File: config.mk
export PLATFORM = sky130hd
export DESIGN_NAME = periodic_waveform_generator_core
export DESIGN_NICKNAME = d
export VERILOG_FILES = /design/src/hdl/pwg_pkg.sv /design/src/hdl/pwg_sine_rom.sv /design/src/hdl/periodic_waveform_generator_core.sv
export VERILOG_INCLUDE_DIRS = /design/src /design/src/hdl
export SDC_FILE = /design/constraint.sdc
export NUM_CORES = 1
export LEC_CHECK = 0
export BUFFER_PORTS_ARGS = -buffer_cell sky130_fd_sc_hd__clkbuf_2
export CORE_ASPECT_RATIO = 2
export CORE_MARGIN = 3
export CORE_UTILIZATION = 58
export DETAILED_ROUTE_END_ITERATION = 7
export GPL_TIMING_DRIVEN = 0
export PLACE_DENSITY = 0.78
export SLEW_MARGIN = 20
export SYNTH_ARGS = -nofsm -noshare
export SYNTH_HDL_FRONTEND = slang
export SYNTH_HIERARCHICAL = 1
export SYNTH_SLANG_ARGS = --single-unit
File: constraint.sdc
create_clock -name clk -period 7.4 [get_ports clk]
set_clock_uncertainty 0.1 [all_clocks]
set_input_delay 0.74 -clock clk [delete_from_list [all_inputs] [get_ports clk]]
set_output_delay 0.74 -clock clk [all_outputs]
set_load 0.05 [all_outputs]
File: src/hdl/assert_macros.svh
`ifndef ASSERT_MACROS_SVH
`define ASSERT_MACROS_SVH

// Clocked property, disabled while reset is asserted.
`define PWG_ASSERT(label, prop, msg) \
	label: assert property (@(posedge clk) disable iff (!arst_n) prop) \
		else $error(msg);

// Trigger in one cycle, consequence checked in the next.
`define PWG_ASSERT_NEXT(label, ante, cons, msg) \
	label: assert property (@(posedge clk) disable iff (!arst_n) (ante) |=> (cons)) \
		else $error(msg);

`endif

File: src/hdl/pwg_pkg.sv
package pwg_pkg;

	typedef enum logic [2:0] {
		MODE_ZERO     = 3'd0,
		MODE_SINE     = 3'd1,
		MODE_COSINE   = 3'd2,
		MODE_SQUARE   = 3'd3,
		MODE_RAMP     = 3'd4,
		MODE_TRIANGLE = 3'd5
	} wave_mode_t;

	typedef enum logic [1:0] {
		CFG_WAVE_MODE      = 2'd0,
		CFG_PEAK_AMPLITUDE = 2'd1,
		CFG_DC_OFFSET      = 2'd2
	} cfg_index_t;

	localparam int CFG_INDEX_W  = 2;
	localparam int CFG_DATA_W   = 16;
	localparam int MODE_W       = 3;
	localparam int AMP_W        = 15;
	localparam int OFFSET_W     = 16;
	localparam int SAMPLE_W     = 17;
	localparam int PHASE_OUT_W  = 6;
	localparam int IN_TDATA_W   = 8;
	localparam int OUT_TDATA_W  = 24;

	// Q2.30 fixed point used by the table builder and the reciprocal divide
	localparam int          Q30_SHIFT    = 30;
	localparam logic [63:0] ONE_Q30      = 64'd1 << Q30_SHIFT;
	localparam logic [63:0] PI_Q30       = 64'd3373259426;
	localparam int          SERIES_TERMS = 6;
	localparam logic [7:0]  SERIES_DIV [SERIES_TERMS] = '{
		8'd156, 8'd110, 8'd72, 8'd42, 8'd20, 8'd6
	};

endpackage

File: src/hdl/pwg_sine_rom.sv
module pwg_sine_rom #(
	parameter int PHASE_STEPS = 64,
	parameter int SINE_BITS   = 16
) (
	input  logic                                 clk,
	input  logic                                 rd_en,
	input  logic [$clog2(PHASE_STEPS + 1)-1:0]   rd_addr,
	output logic [SINE_BITS-2:0]                 rd_data
);
	import pwg_pkg::*;

	localparam int          DEPTH     = PHASE_STEPS + 1;
	localparam logic [63:0] HALF_TURN = 64'(2 * PHASE_STEPS);

	typedef logic [SINE_BITS-2:0] rom_t [DEPTH];

	// quarter wave, sin(pi*q/(2N)) for q = 0..N, rounded, clipped to full scale
	function automatic logic [SINE_BITS-2:0] sine_mag(input int unsigned q);
		logic [63:0] x;
		logic [63:0] x2;
		logic [63:0] t;
		logic [63:0] s;
		logic [63:0] m;
		logic [63:0] lim;
		logic [2:0]  i;
		x  = (PI_Q30 * 64'(q)) / HALF_TURN;
		x2 = (x * x) >> Q30_SHIFT;
		t  = ONE_Q30;
		for (i = 3'd0; i < 3'(SERIES_TERMS); i++) begin
			t = ONE_Q30 - ((x2 * t) >> Q30_SHIFT) / 64'(SERIES_DIV[i]);
		end
		s   = (x * t) >> Q30_SHIFT;
		m   = (s + (64'd1 << (Q30_SHIFT - SINE_BITS))) >> (Q30_SHIFT + 1 - SINE_BITS);
		lim = (64'd1 << (SINE_BITS - 1)) - 64'd1;
		if (m > lim) begin
			m = lim;
		end
		return m[SINE_BITS-2:0];
	endfunction

	function automatic rom_t build_rom();
		rom_t r;
		for (int unsigned q = 0; q < DEPTH; q++) begin
			r[q] = sine_mag(q);
		end
		return r;
	endfunction

	localparam rom_t SINE_ROM = build_rom();

	always_ff @(posedge clk) begin
		if (rd_en) begin
			rd_data <= SINE_ROM[rd_addr];
		end
	end

endmodule

File: src/hdl/periodic_waveform_generator_core.sv
// Periodic waveform generator, one signed sample per accepted tick.
// Input stream s_*: each transfer is one tick; s_tdata[0] = restart, which
// forces phase 0 for that tick. Output stream m_*: one transfer per tick,
// m_tdata = sample (17b signed) then phase index (6b), m_tlast marks the last
// phase of a cycle. Config channel cfg_*: index 0 mode, 1 amplitude,
// 2 offset; other indexes are dropped. cfg_ready is always high; write only
// while no tick is in flight.
// Throughput: one tick per clock while m_tready does not stall the output. A
// tick passes through five pipeline stages plus the output register. The
// one-port sine ROM is read once per tick, and the truncating divide by
// PHASE_STEPS is a reciprocal multiply, back-multiply and one correction
// spread over three stages.
// When m_tready is low the output register holds and the stages behind it
// keep filling, so up to six ticks are taken before s_tready drops.
// Reset clears the phase, the mode, amplitude and offset registers and all
// stage valids; the sine table is a constant ROM and needs no fill.
`include "assert_macros.svh"

module periodic_waveform_generator_core #(
	parameter int PHASE_STEPS = 64,
	parameter int SINE_BITS   = 16
) (
	input  logic                                  clk,
	input  logic                                  arst_n,
	input  logic                                  s_tvalid,
	output logic                                  s_tready,
	input  logic [pwg_pkg::IN_TDATA_W-1:0]        s_tdata,   // [0] restart
	output logic                                  m_tvalid,
	input  logic                                  m_tready,
	output logic [pwg_pkg::OUT_TDATA_W-1:0]       m_tdata,   // [16:0] sample, [22:17] phase_index
	output logic                                  m_tlast,   // cycle_end
	input  logic                                  cfg_valid,
	output logic                                  cfg_ready,
	input  logic [pwg_pkg::CFG_INDEX_W-1:0]       cfg_index,
	input  logic [pwg_pkg::CFG_DATA_W-1:0]        cfg_data
);
	import pwg_pkg::*;

	localparam int PW   = $clog2(PHASE_STEPS);
	localparam int AW   = $clog2(PHASE_STEPS + 1);
	localparam int QW   = AW + 3;
	localparam int KCW  = AW + 3;
	localparam int KW   = AW + 1;
	localparam int OW   = (SINE_BITS > KW) ? SINE_BITS : KW;
	localparam int MW   = OFFSET_W + OW;
	localparam int YW   = OFFSET_W + 1 + AW;
	localparam int XW   = YW - 1;
	localparam int RW   = Q30_SHIFT + 1;
	localparam int PRW  = XW + RW;
	localparam int QAW  = 16;

	localparam logic [PW-1:0]         PHASE_LAST = PW'(PHASE_STEPS - 1);
	localparam logic [PW-1:0]         PHASE_ONE  = PW'(1);
	localparam logic [QW-1:0]         N_Q        = QW'(PHASE_STEPS);
	localparam logic [QW-1:0]         TWO_N_Q    = QW'(2 * PHASE_STEPS);
	localparam logic [QW-1:0]         FOUR_N_Q   = QW'(4 * PHASE_STEPS);
	localparam logic signed [KCW-1:0] N_K        = KCW'(PHASE_STEPS);
	localparam logic signed [KCW-1:0] THREE_N_K  = KCW'(3 * PHASE_STEPS);
	localparam logic signed [YW-1:0]  N_Y        = YW'(PHASE_STEPS);
	localparam logic [XW-1:0]         N_X        = XW'(PHASE_STEPS);
	localparam logic [RW-1:0]         RECIP      = RW'((64'd1 << Q30_SHIFT) / PHASE_STEPS);

	// configuration
	wave_mode_t                   mode_q;
	logic [AMP_W-1:0]             amp_q;
	logic signed [OFFSET_W-1:0]   off_q;
	logic signed [YW-1:0]         on_q;

	assign cfg_ready = 1'b1;

	always_ff @(posedge clk or negedge arst_n) begin
		if (!arst_n) begin
			mode_q <= MODE_ZERO;
			amp_q  <= '0;
			off_q  <= '0;
		end else if (cfg_valid) begin
			unique case (cfg_index)
				CFG_WAVE_MODE:      mode_q <= wave_mode_t'(cfg_data[MODE_W-1:0]);
				CFG_PEAK_AMPLITUDE: amp_q  <= cfg_data[AMP_W-1:0];
				CFG_DC_OFFSET:      off_q  <= cfg_data[OFFSET_W-1:0];
				default: ;
			endcase
		end
	end

	// offset scaled by N for the ramp and triangle numerators
	always_ff @(posedge clk) begin
		on_q <= YW'(off_q) * N_Y;
	end

	// stage enables, bubbles collapse
	logic v_s1, v_s2, v_s3, v_s4, v_s5, out_v_q;
	logic en1, en2, en3, en4, en5, en_o;
	logic accept;

	assign en_o     = !out_v_q || m_tready;
	assign en5      = !v_s5 || en_o;
	assign en4      = !v_s4 || en5;
	assign en3      = !v_s3 || en4;
	assign en2      = !v_s2 || en3;
	assign en1      = !v_s1 || en2;
	assign s_tready = en1;
	assign accept   = s_tvalid && en1;

	// stage 0: phase, table address, ramp and triangle slope term, square half
	logic [PW-1:0]         phase_q;
	logic [PW-1:0]         p_cur;
	logic [QW-1:0]         q_fold;
	logic                  neg_d;
	logic [AW-1:0]         rom_addr;
	logic signed [KCW-1:0] p_k;
	logic signed [KCW-1:0] k_d;
	logic                  sq_hi_d;

	assign p_cur = s_tdata[0] ? '0 : phase_q;

	always_comb begin
		q_fold = QW'(p_cur) << 2;
		if (mode_q == MODE_COSINE) begin
			q_fold = q_fold + N_Q;
		end
		if (q_fold >= FOUR_N_Q) begin
			q_fold = q_fold - FOUR_N_Q;
		end
		neg_d = 1'b0;
		if (q_fold >= TWO_N_Q) begin
			q_fold = q_fold - TWO_N_Q;
			neg_d  = 1'b1;
		end
		if (q_fold > N_Q) begin
			q_fold = TWO_N_Q - q_fold;
		end
		rom_addr = AW'(q_fold);
	end

	always_comb begin
		p_k     = KCW'(p_cur);
		sq_hi_d = (p_k <<< 1) <= N_K;
		if (mode_q == MODE_RAMP) begin
			k_d = (p_k <<< 1) - N_K;
		end else if (sq_hi_d) begin
			k_d = (p_k <<< 2) - N_K;
		end else begin
			k_d = THREE_N_K - (p_k <<< 2);
		end
	end

	always_ff @(posedge clk or negedge arst_n) begin
		if (!arst_n) begin
			phase_q <= '0;
		end else if (accept) begin
			phase_q <= (p_cur == PHASE_LAST) ? '0 : p_cur + PHASE_ONE;
		end
	end

	logic [SINE_BITS-2:0] rom_data;

	pwg_sine_rom #(
		.PHASE_STEPS(PHASE_STEPS),
		.SINE_BITS  (SINE_BITS)
	) u_rom (
		.clk    (clk),
		.rd_en  (en1),
		.rd_addr(rom_addr),
		.rd_data(rom_data)
	);

	// stage 1
	logic [PW-1:0]        p_s1;
	logic                 neg_s1;
	logic                 sq_hi_s1;
	logic signed [KW-1:0] k_s1;
	logic signed [OW-1:0] opnd;
	logic signed [MW-1:0] mul_d;
	logic signed [OFFSET_W-1:0] amp_sx;

	always_ff @(posedge clk or negedge arst_n) begin
		if (!arst_n) begin
			v_s1 <= 1'b0;
		end else if (en1) begin
			v_s1 <= s_tvalid;
		end
	end

	always_ff @(posedge clk) begin
		if (en1) begin
			p_s1     <= p_cur;
			neg_s1   <= neg_d;
			sq_hi_s1 <= sq_hi_d;
			k_s1     <= KW'(k_d);
		end
	end

	always_comb begin
		unique case (mode_q)
			MODE_SINE, MODE_COSINE: opnd = OW'({1'b0, rom_data});
			default:                opnd = OW'(k_s1);
		endcase
		amp_sx = OFFSET_W'(amp_q);
		mul_d  = MW'(amp_sx) * MW'(opnd);
	end

	// stage 2: product
	logic [PW-1:0]        p_s2;
	logic                 neg_s2;
	logic                 sq_hi_s2;
	logic signed [MW-1:0] mul_s2;

	always_ff @(posedge clk or negedge arst_n) begin
		if (!arst_n) begin
			v_s2 <= 1'b0;
		end else if (en2) begin
			v_s2 <= v_s1;
		end
	end

	always_ff @(posedge clk) begin
		if (en2) begin
			p_s2     <= p_s1;
			neg_s2   <= neg_s1;
			sq_hi_s2 <= sq_hi_s1;
			mul_s2   <= mul_d;
		end
	end

	// stage 3: direct waveforms, numerator magnitude for the divide
	logic signed [YW-1:0]       y;
	logic                       y_neg_d;
	logic [XW-1:0]              yabs_d;
	logic [AMP_W-1:0]           smag;
	logic signed [SAMPLE_W-1:0] off_x;
	logic signed [SAMPLE_W-1:0] amp_x;
	logic signed [SAMPLE_W-1:0] mag_x;
	logic signed [SAMPLE_W-1:0] direct_d;

	always_comb begin
		y       = YW'(mul_s2) + on_q;
		y_neg_d = y[YW-1];
		yabs_d  = y_neg_d ? XW'(-y) : XW'(y);
		smag    = mul_s2[SINE_BITS-1 +: AMP_W];
		off_x   = SAMPLE_W'(off_q);
		amp_x   = SAMPLE_W'(amp_q);
		mag_x   = SAMPLE_W'(smag);
		unique case (mode_q)
			MODE_SINE, MODE_COSINE: direct_d = neg_s2 ? off_x - mag_x : off_x + mag_x;
			MODE_SQUARE:            direct_d = sq_hi_s2 ? off_x + amp_x : off_x - amp_x;
			default:                direct_d = '0;
		endcase
	end

	logic [PW-1:0]              p_s3;
	logic                       y_neg_s3;
	logic [XW-1:0]              yabs_s3;
	logic signed [SAMPLE_W-1:0] direct_s3;

	always_ff @(posedge clk or negedge arst_n) begin
		if (!arst_n) begin
			v_s3 <= 1'b0;
		end else if (en3) begin
			v_s3 <= v_s2;
		end
	end

	always_ff @(posedge clk) begin
		if (en3) begin
			p_s3      <= p_s2;
			y_neg_s3  <= y_neg_d;
			yabs_s3   <= yabs_d;
			direct_s3 <= direct_d;
		end
	end

	// stage 4: quotient estimate by reciprocal, low by at most one
	logic [PRW-1:0]             prod4;
	logic [PW-1:0]              p_s4;
	logic                       y_neg_s4;
	logic [XW-1:0]              yabs_s4;
	logic signed [SAMPLE_W-1:0] direct_s4;
	logic [QAW-1:0]             qa_s4;

	assign prod4 = PRW'(yabs_s3) * PRW'(RECIP);

	always_ff @(posedge clk or negedge arst_n) begin
		if (!arst_n) begin
			v_s4 <= 1'b0;
		end else if (en4) begin
			v_s4 <= v_s3;
		end
	end

	always_ff @(posedge clk) begin
		if (en4) begin
			p_s4      <= p_s3;
			y_neg_s4  <= y_neg_s3;
			yabs_s4   <= yabs_s3;
			direct_s4 <= direct_s3;
			qa_s4     <= prod4[Q30_SHIFT +: QAW];
		end
	end

	// stage 5: back-multiply
	logic [PW-1:0]              p_s5;
	logic                       y_neg_s5;
	logic [XW-1:0]              yabs_s5;
	logic signed [SAMPLE_W-1:0] direct_s5;
	logic [QAW-1:0]             qa_s5;
	logic [XW-1:0]              qan_s5;

	always_ff @(posedge clk or negedge arst_n) begin
		if (!arst_n) begin
			v_s5 <= 1'b0;
		end else if (en5) begin
			v_s5 <= v_s4;
		end
	end

	always_ff @(posedge clk) begin
		if (en5) begin
			p_s5      <= p_s4;
			y_neg_s5  <= y_neg_s4;
			yabs_s5   <= yabs_s4;
			direct_s5 <= direct_s4;
			qa_s5     <= qa_s4;
			qan_s5    <= XW'(qa_s4) * N_X;
		end
	end

	// correction, sign, final select into the output register
	logic [XW-1:0]              rem;
	logic [QAW-1:0]             quot;
	logic signed [SAMPLE_W-1:0] div_val;
	logic signed [SAMPLE_W-1:0] sample_d;

	always_comb begin
		rem     = yabs_s5 - qan_s5;
		quot    = (rem >= N_X) ? qa_s5 + QAW'(1) : qa_s5;
		div_val = y_neg_s5 ? -SAMPLE_W'(quot) : SAMPLE_W'(quot);
		unique case (mode_q)
			MODE_RAMP, MODE_TRIANGLE: sample_d = div_val;
			default:                  sample_d = direct_s5;
		endcase
	end

	logic [SAMPLE_W-1:0]    sample_q;
	logic [PHASE_OUT_W-1:0] pidx_q;
	logic                   last_q;

	always_ff @(posedge clk or negedge arst_n) begin
		if (!arst_n) begin
			out_v_q <= 1'b0;
		end else if (en_o) begin
			out_v_q <= v_s5;
		end
	end

	always_ff @(posedge clk) begin
		if (en_o) begin
			sample_q <= sample_d;
			pidx_q   <= PHASE_OUT_W'(p_s5);
			last_q   <= (p_s5 == PHASE_LAST);
		end
	end

	assign m_tvalid = out_v_q;
	assign m_tdata  = {{(OUT_TDATA_W - SAMPLE_W - PHASE_OUT_W){1'b0}}, pidx_q, sample_q};
	assign m_tlast  = last_q;

	`PWG_ASSERT_NEXT(a_restart_phase, s_tvalid && s_tready && s_tdata[0], phase_q == PHASE_ONE, "restart tick did not advance to phase one")
	`PWG_ASSERT_NEXT(a_phase_wrap, s_tvalid && s_tready && !s_tdata[0] && phase_q == PHASE_LAST, phase_q == '0, "phase did not wrap after the last step")
	`PWG_ASSERT(a_full_stall, (out_v_q && !m_tready && v_s1 && v_s2 && v_s3 && v_s4 && v_s5) |-> !s_tready, "input taken while every stage is full and stalled")

endmodule

# Word-level counts from Yosys, hierarchy flattened
# Memories as Yosys holds them, arrays and structs flattened. A register that Yosys moved wholly into a read port is not among the register bits.
# Index checks and enable logic that the tools add are counted.
# totals
ff_bits	313
latch_bits	0
mem_bits_rw	0
romBits	1920
out_inout_bits	28
elab_cells	106
n_memories	1
# classes
addsub	17
mul	1
n_div	0
magnitude_cmp	5
eq_ne	9
n_shift	0
mux	17
bitwise	1
n_reduce_logical	19
# memory_table
name	depth	word_bits	read_ports	rd_ports_with_merged_regs	write_ports	line_no	rtl
(name not given)	128	15	1	1	0	pwg_sine_rom.sv:53	rd_data <= SINE_ROM[rd_addr];
# op_table
op	n
2-to-1 mux 17 bit	4
adder 16 x 16 -> 17 bit	2
one-hot mux 17 bit (2 select lines)	1
subtractor 16 x 16 -> 17 bit	2
2-to-1 mux 16 bit	2
multiplier 16 x 16 -> 30 bit	1
adder 24 x 22 -> 24 bit	1
>= comparator 23 x 7 -> 1 bit (second input constant)	1
2-to-1 mux 23 bit	1
negator 23 bit	1
subtractor 23 x 22 -> 23 bit	1
2-to-1 mux 10 bit	2
negator 16 -> 17 bit	1
adder 16 x 1 -> 16 bit (second input constant)	1
2-to-1 mux 8 bit	2
equality test 6 bit (second input constant)	2
2-to-1 mux 6 bit	2
>= comparator 10 x 8 -> 1 bit (second input constant)	1
>= comparator 10 x 9 -> 1 bit (second input constant)	1
> comparator 10 x 7 -> 1 bit (second input constant)	1
subtractor 10 x 8 -> 10 bit (second input constant)	1
subtractor 10 x 9 -> 10 bit (second input constant)	1
adder 8 x 7 -> 9 bit (second input constant)	1
2-to-1 mux 9 bit	1
20 further kinds	35

# Longest topological paths before layout
# depth
word_depth	10
mapped_depth	31
depth_no_buf	26

# Hierarchy
# Netlist, hierarchy kept.
# by_module_without_submodules
mod	instances	cells_per_inst	area_each_um2
periodic_waveform_generator_core	1	2022	20823.7
pwg_sine_rom	1	248	1883.1

# Worst setup path before layout
# Ideal clock, no wire load.
# synth_timing
kind	register -> register
from	reg mode_q[0]
to	reg mul_s2[25] (data pin)
setup_time_ns	0.258
t_arrival_ns	6.973
required_ns	7.042
slack_ns	0.069
stages_incl_launch_ff	28
path_buffers	4
period_less_slack_ns	7.331
path_cell_list	dfrtp_1 clkbuf_1 xnor2_1 nor2_1 clkbuf_1 clkbuf_1 nand2_1 nand2_1 clkbuf_1 nand2_1 fa_1 fa_1 inv_1 fa_1 fa_1 fa_1 inv_1 fa_1 inv_1 ha_1 a21o_1 a21o_1 a21o_1 o21a_1 a2111oi_0 o21bai_1 a21oi_1 xnor2_1
# synth_between
elab_chain_len	4
# synth_lines
item	line_no	rtl
start, declared	periodic_waveform_generator_core.sv:64	wave_mode_t mode_q;
start signal, assigned	periodic_waveform_generator_core.sv:78	CFG_WAVE_MODE: mode_q <= wave_mode_t'(cfg_data[MODE_W-1:0]);
equality test 3 x 2 -> 1 bit or equality test 3 x 1 -> 1 bit (tied branches)	periodic_waveform_generator_core.sv:195	unique case (mode_q)
OR reduction 2 bit (*)	periodic_waveform_generator_core.sv:195	
2-to-1 mux 16 bit (*)	periodic_waveform_generator_core.sv:195	
multiplier 16 x 16 -> 30 bit (*)	periodic_waveform_generator_core.sv:200	mul_d = MW'(amp_sx) * MW'(opnd);
named net mul_d[25]	periodic_waveform_generator_core.sv:174	logic signed [MW-1:0] mul_d;
end signal, assigned	periodic_waveform_generator_core.sv:222	mul_s2 <= mul_d;
end, declared	periodic_waveform_generator_core.sv:207	logic signed [MW-1:0] mul_s2;
# Mark *: on every way through the listed nets, which the timed path passes. The rest lies on a longest branch.
# A chain may end at the register's enable or synchronous reset.

# Final worst setup path
# layout_timing
from	reg mode_q[1]
to	reg mul_s2[26] (data pin)
# Same word-level chain as after synthesis.

==> results.toml <==
[finish]
n_antenna_cell = 0
nets = 2742
ff_latch_area_sq_um = 7930
syn2layout_area_growth_pct = 9.95
fill_cells = 3064
drive_above_1_share_pct = 10.1
final_util_pct = 65.2
multi_input_area_sq_um = 13600

[worst_setup_path]
critPathLaunch = "mode_q[1]"
path_common_cell = "fa_1"
crit_buf_inv = 7
slowest_delay_ns = 0.55
critical_path.top_delay_family = "adder cells"
crit_fanout = 10
worst_setup_path_start_kind = "flop"
r2r_slack_ns = 0.20
crit_required_ns = 7.59
end_kind = "flop"
r2r_cells = 26
critPathKind = "reg -> reg"
arrival_ns = 7.39
r2r-end = "mul_s2[26]"
rr_startpoint = "mode_q[1]"
cpMaxStageDelayCell = "fa_1"

[grt]
grt_util_all_layers_pct = 30.8
grt_max_degree = 47
grt_pass1_vias = 18473
antenna_found_initial = 0
grt_pass1_wl_microns = 98700
grt_overflow = 0

[cts]
cts_sinks = 277
postCtsHoldBufs = 0
cts_buffers = 23
cts_tree = "done"
cts_buffer_depth = 3
clkLatencyLatePin_ns = 0.55
clk_root_buffer_cell = "clkbuf_16"
htreeDepth = 1
path_clk_slew_ns = 0.07

[timing]
tightest_slew_ns = 1.04
min_period_over_period_pct = 97.3
maxSlewViolCount = 0
setup_viol = 0
final.min_clock_period_ns = 7.20
slew_headroom_pct = 30.0
grt_setup_unrepaired = "true"
max_freq_mhz = 139
finalHoldViolations = 0

[detailed_routing]
ant_nets = 0
vias = 17103
wirelength_microns = 63700
wl_per_cell_microns = 22.0
avgViaCountPerCell = 5.91
drt-initial-drc-count = 946
drc = 0
drt_pass1_iterations = 6

[floorplan]
fp.dieArea_sq_um = 41700
die_x_microns = 146
coreArea_sq_um = 38300
num_io_pins = 59
placementRows = 101
start_util_pct = 59.3
die_h_microns = 286

[placed_design]
io_buffers = 48
gp_congestion = 1.03
post-dp-hpwl_microns = 52000

[synthesis]
synth_ff_type = "edfxtp_1"
syn_area_per_cell_sq_um = 10.0
ys_ff_latch = 277
yosys_warnings = 6
synthCells = 2270
synth_edf_count = 215
async_reset_ff_share_pct = 16.6
syn_area_sq_um = 22700
synth.distinct_cells = 82
ys_seq_area_share_pct = 34.9

[worst_hold_path]
min_path_type = "in -> async"

[run_status]
status = "finished, final reports clean"

[run]
cap_violations = 0
## layout make-up
cell class / instances / share of cell area [%]
Multi-Input combinational cell: 1628 / 54.5
Sequential cell: 277 / 31.8
Inverter: 265 / 3.98
Tap cell: 515 / 2.58
Clock buffer: 27 / 2.41
Buffer: 105 / 2.15
Timing Repair Buffer: 62 / 1.59
Clock inverter: 15 / 1.00
## flip-flops by register name (all words and copies together), names as in the netlist, 7 cells and up
signal and flops:
yabs_s5 17, direct_s3 17, amp_q 15, off_q 16, direct_s5 17, u_rom/rd_data 15
yabs_s4 17, direct_s4 17, on_q 16, yabs_s3 17, k_s1 7, sample_q 17
mul_s2 30
## routing by layer
metal	part of all wire [%]	up-vias	track usage, %	wire, microns
li1	-	7818	-	-
met1	30	8361	25.8	19000
met2	56	618	60.9	35600
met3	3.7	306	3.60	2330
met4	11	0	27.4	6760
met5	0	-	0	0
## Yosys cell counts (5+ instances only)
| master | number | area [sq um] |
|---|---|---|
| a2111oi_0 | 5 | 43.8 |
| a211o_1 | 5 | 43.8 |
| a211oi_1 | 21 | 158 |
| a21o_1 | 23 | 173 |
| a21oi_1 | 103 | 515 |
| a311oi_1 | 5 | 43.8 |
| a31oi_1 | 23 | 144 |
| and2_1 | 89 | 557 |
| and3_1 | 21 | 131 |
| and4_1 | 5 | 43.8 |
| buf_2 | 23 | 115 |
| clkbuf_1 | 83 | 312 |
| dfrtp_1 | 46 | 1150 |
| dfxtp_1 | 16 | 320 |
| edfxtp_1 | 215 | 6460 |
| fa_1 | 182 | 3640 |
| ha_1 | 167 | 2090 |
| inv_1 | 263 | 987 |
| mux2_2 | 41 | 462 |
| mux2i_1 | 9 | 90.1 |
| nand2_1 | 254 | 953 |
| nand2b_1 | 32 | 200 |
| nand3_1 | 28 | 140 |
| nand3b_1 | 6 | 45.0 |
| nand4_1 | 16 | 100 |
| nor2_1 | 146 | 548 |
| nor2b_1 | 19 | 119 |
| nor3_1 | 32 | 160 |
| nor3b_1 | 8 | 60.1 |
| nor4_1 | 8 | 50.1 |
| o21a_1 | 11 | 82.6 |
| o21ai_0 | 91 | 455 |
| o21ai_1 | 13 | 65.1 |
| o21bai_1 | 12 | 90.1 |
| o311ai_1 | 5 | 43.8 |
| o31ai_1 | 12 | 90.1 |
| or2_2 | 6 | 37.5 |
| or3_1 | 8 | 50.1 |
| xnor2_1 | 101 | 885 |
| xor2_1 | 46 | 403 |
## stage by stage
step	hold slack (ns)	area [sq um]	worst slack [ns]	setup TNS [ns]	std cells
floorplan	0.268	22800	0.0687	0	2283
global placement	0.279	23600	-1.51	-17.34	2846
detailed placement	0.286	23700	-1.56	-18.22	2850
CTS	0.156	24800	-0.00900	-0.00900	2888
global route	0.174	25000	-0.0413	-0.0884	2894
finish	0.139	25000	0.203	0	2894
## worst max-delay path by stage
stage	to	slack, ns	depth (start not counted)
after global placement	mul_s2[26]	-1.51	28
after floorplan	mul_s2[25]	0.07	27
after detailed placement	mul_s2[26]	-1.56	28
after global routing	mul_s2[25]	-0.04	27
after CTS	mul_s2[26]	-0.009	26
final	mul_s2[26]	0.20	26
## logic make-up (layout without fill, tap and decap cells)
group / after synthesis / count (layout) / share of synthesized area [%]
AND/OR/NAND/NOR: 689 / 689 / 14.6
buffers and inverters: 378 / 474 / 6.47
adder cells (fa/ha/maj): 350 / 350 / 25.3
other: 2 / 15 / 0.0331
XOR/XNOR: 147 / 147 / 5.67
flip-flops: 277 / 277 / 34.9
multiplexers: 51 / 51 / 2.53
AO/OA/AOI/OAI: 376 / 376 / 10.4
## cells in the final DEF (no fill, tap or decap), drive strengths merged, types with 9 or more instances in the layout
| master | instances |
|---|---|
| a211oi | 24 |
| a21o | 23 |
| a21oi | 103 |
| a31oi | 23 |
| and2 | 89 |
| and3 | 21 |
| buf | 47 |
| clkbuf | 147 |
| conb | 15 |
| dfrtp | 46 |
| dfxtp | 16 |
| edfxtp | 215 |
| fa | 182 |
| ha | 167 |
| inv | 267 |
| mux2 | 41 |
| mux2i | 9 |
| nand2 | 254 |
| nand2b | 32 |
| nand3 | 28 |
| nand4 | 16 |
| nor2 | 146 |
| nor2b | 19 |
| nor3 | 32 |
| nor4 | 9 |
| o21a | 11 |
| o21ai | 104 |
| o21bai | 12 |
| o31ai | 12 |
| xnor2 | 101 |
| xor2 | 46 |
## repair_timing
| item | in CTS | in global routing |
|---|---|---|
| gates resized for setup | 61 | 35 |
| setup buffers | 2 | 8 |
| pin swaps | 6 | 13 |
| endpoints found under the setup margin | 17 | 12 |
Power is not shown: default switching activity piles up to over one toggle a cycle in this logic, so the estimate is an artifact.
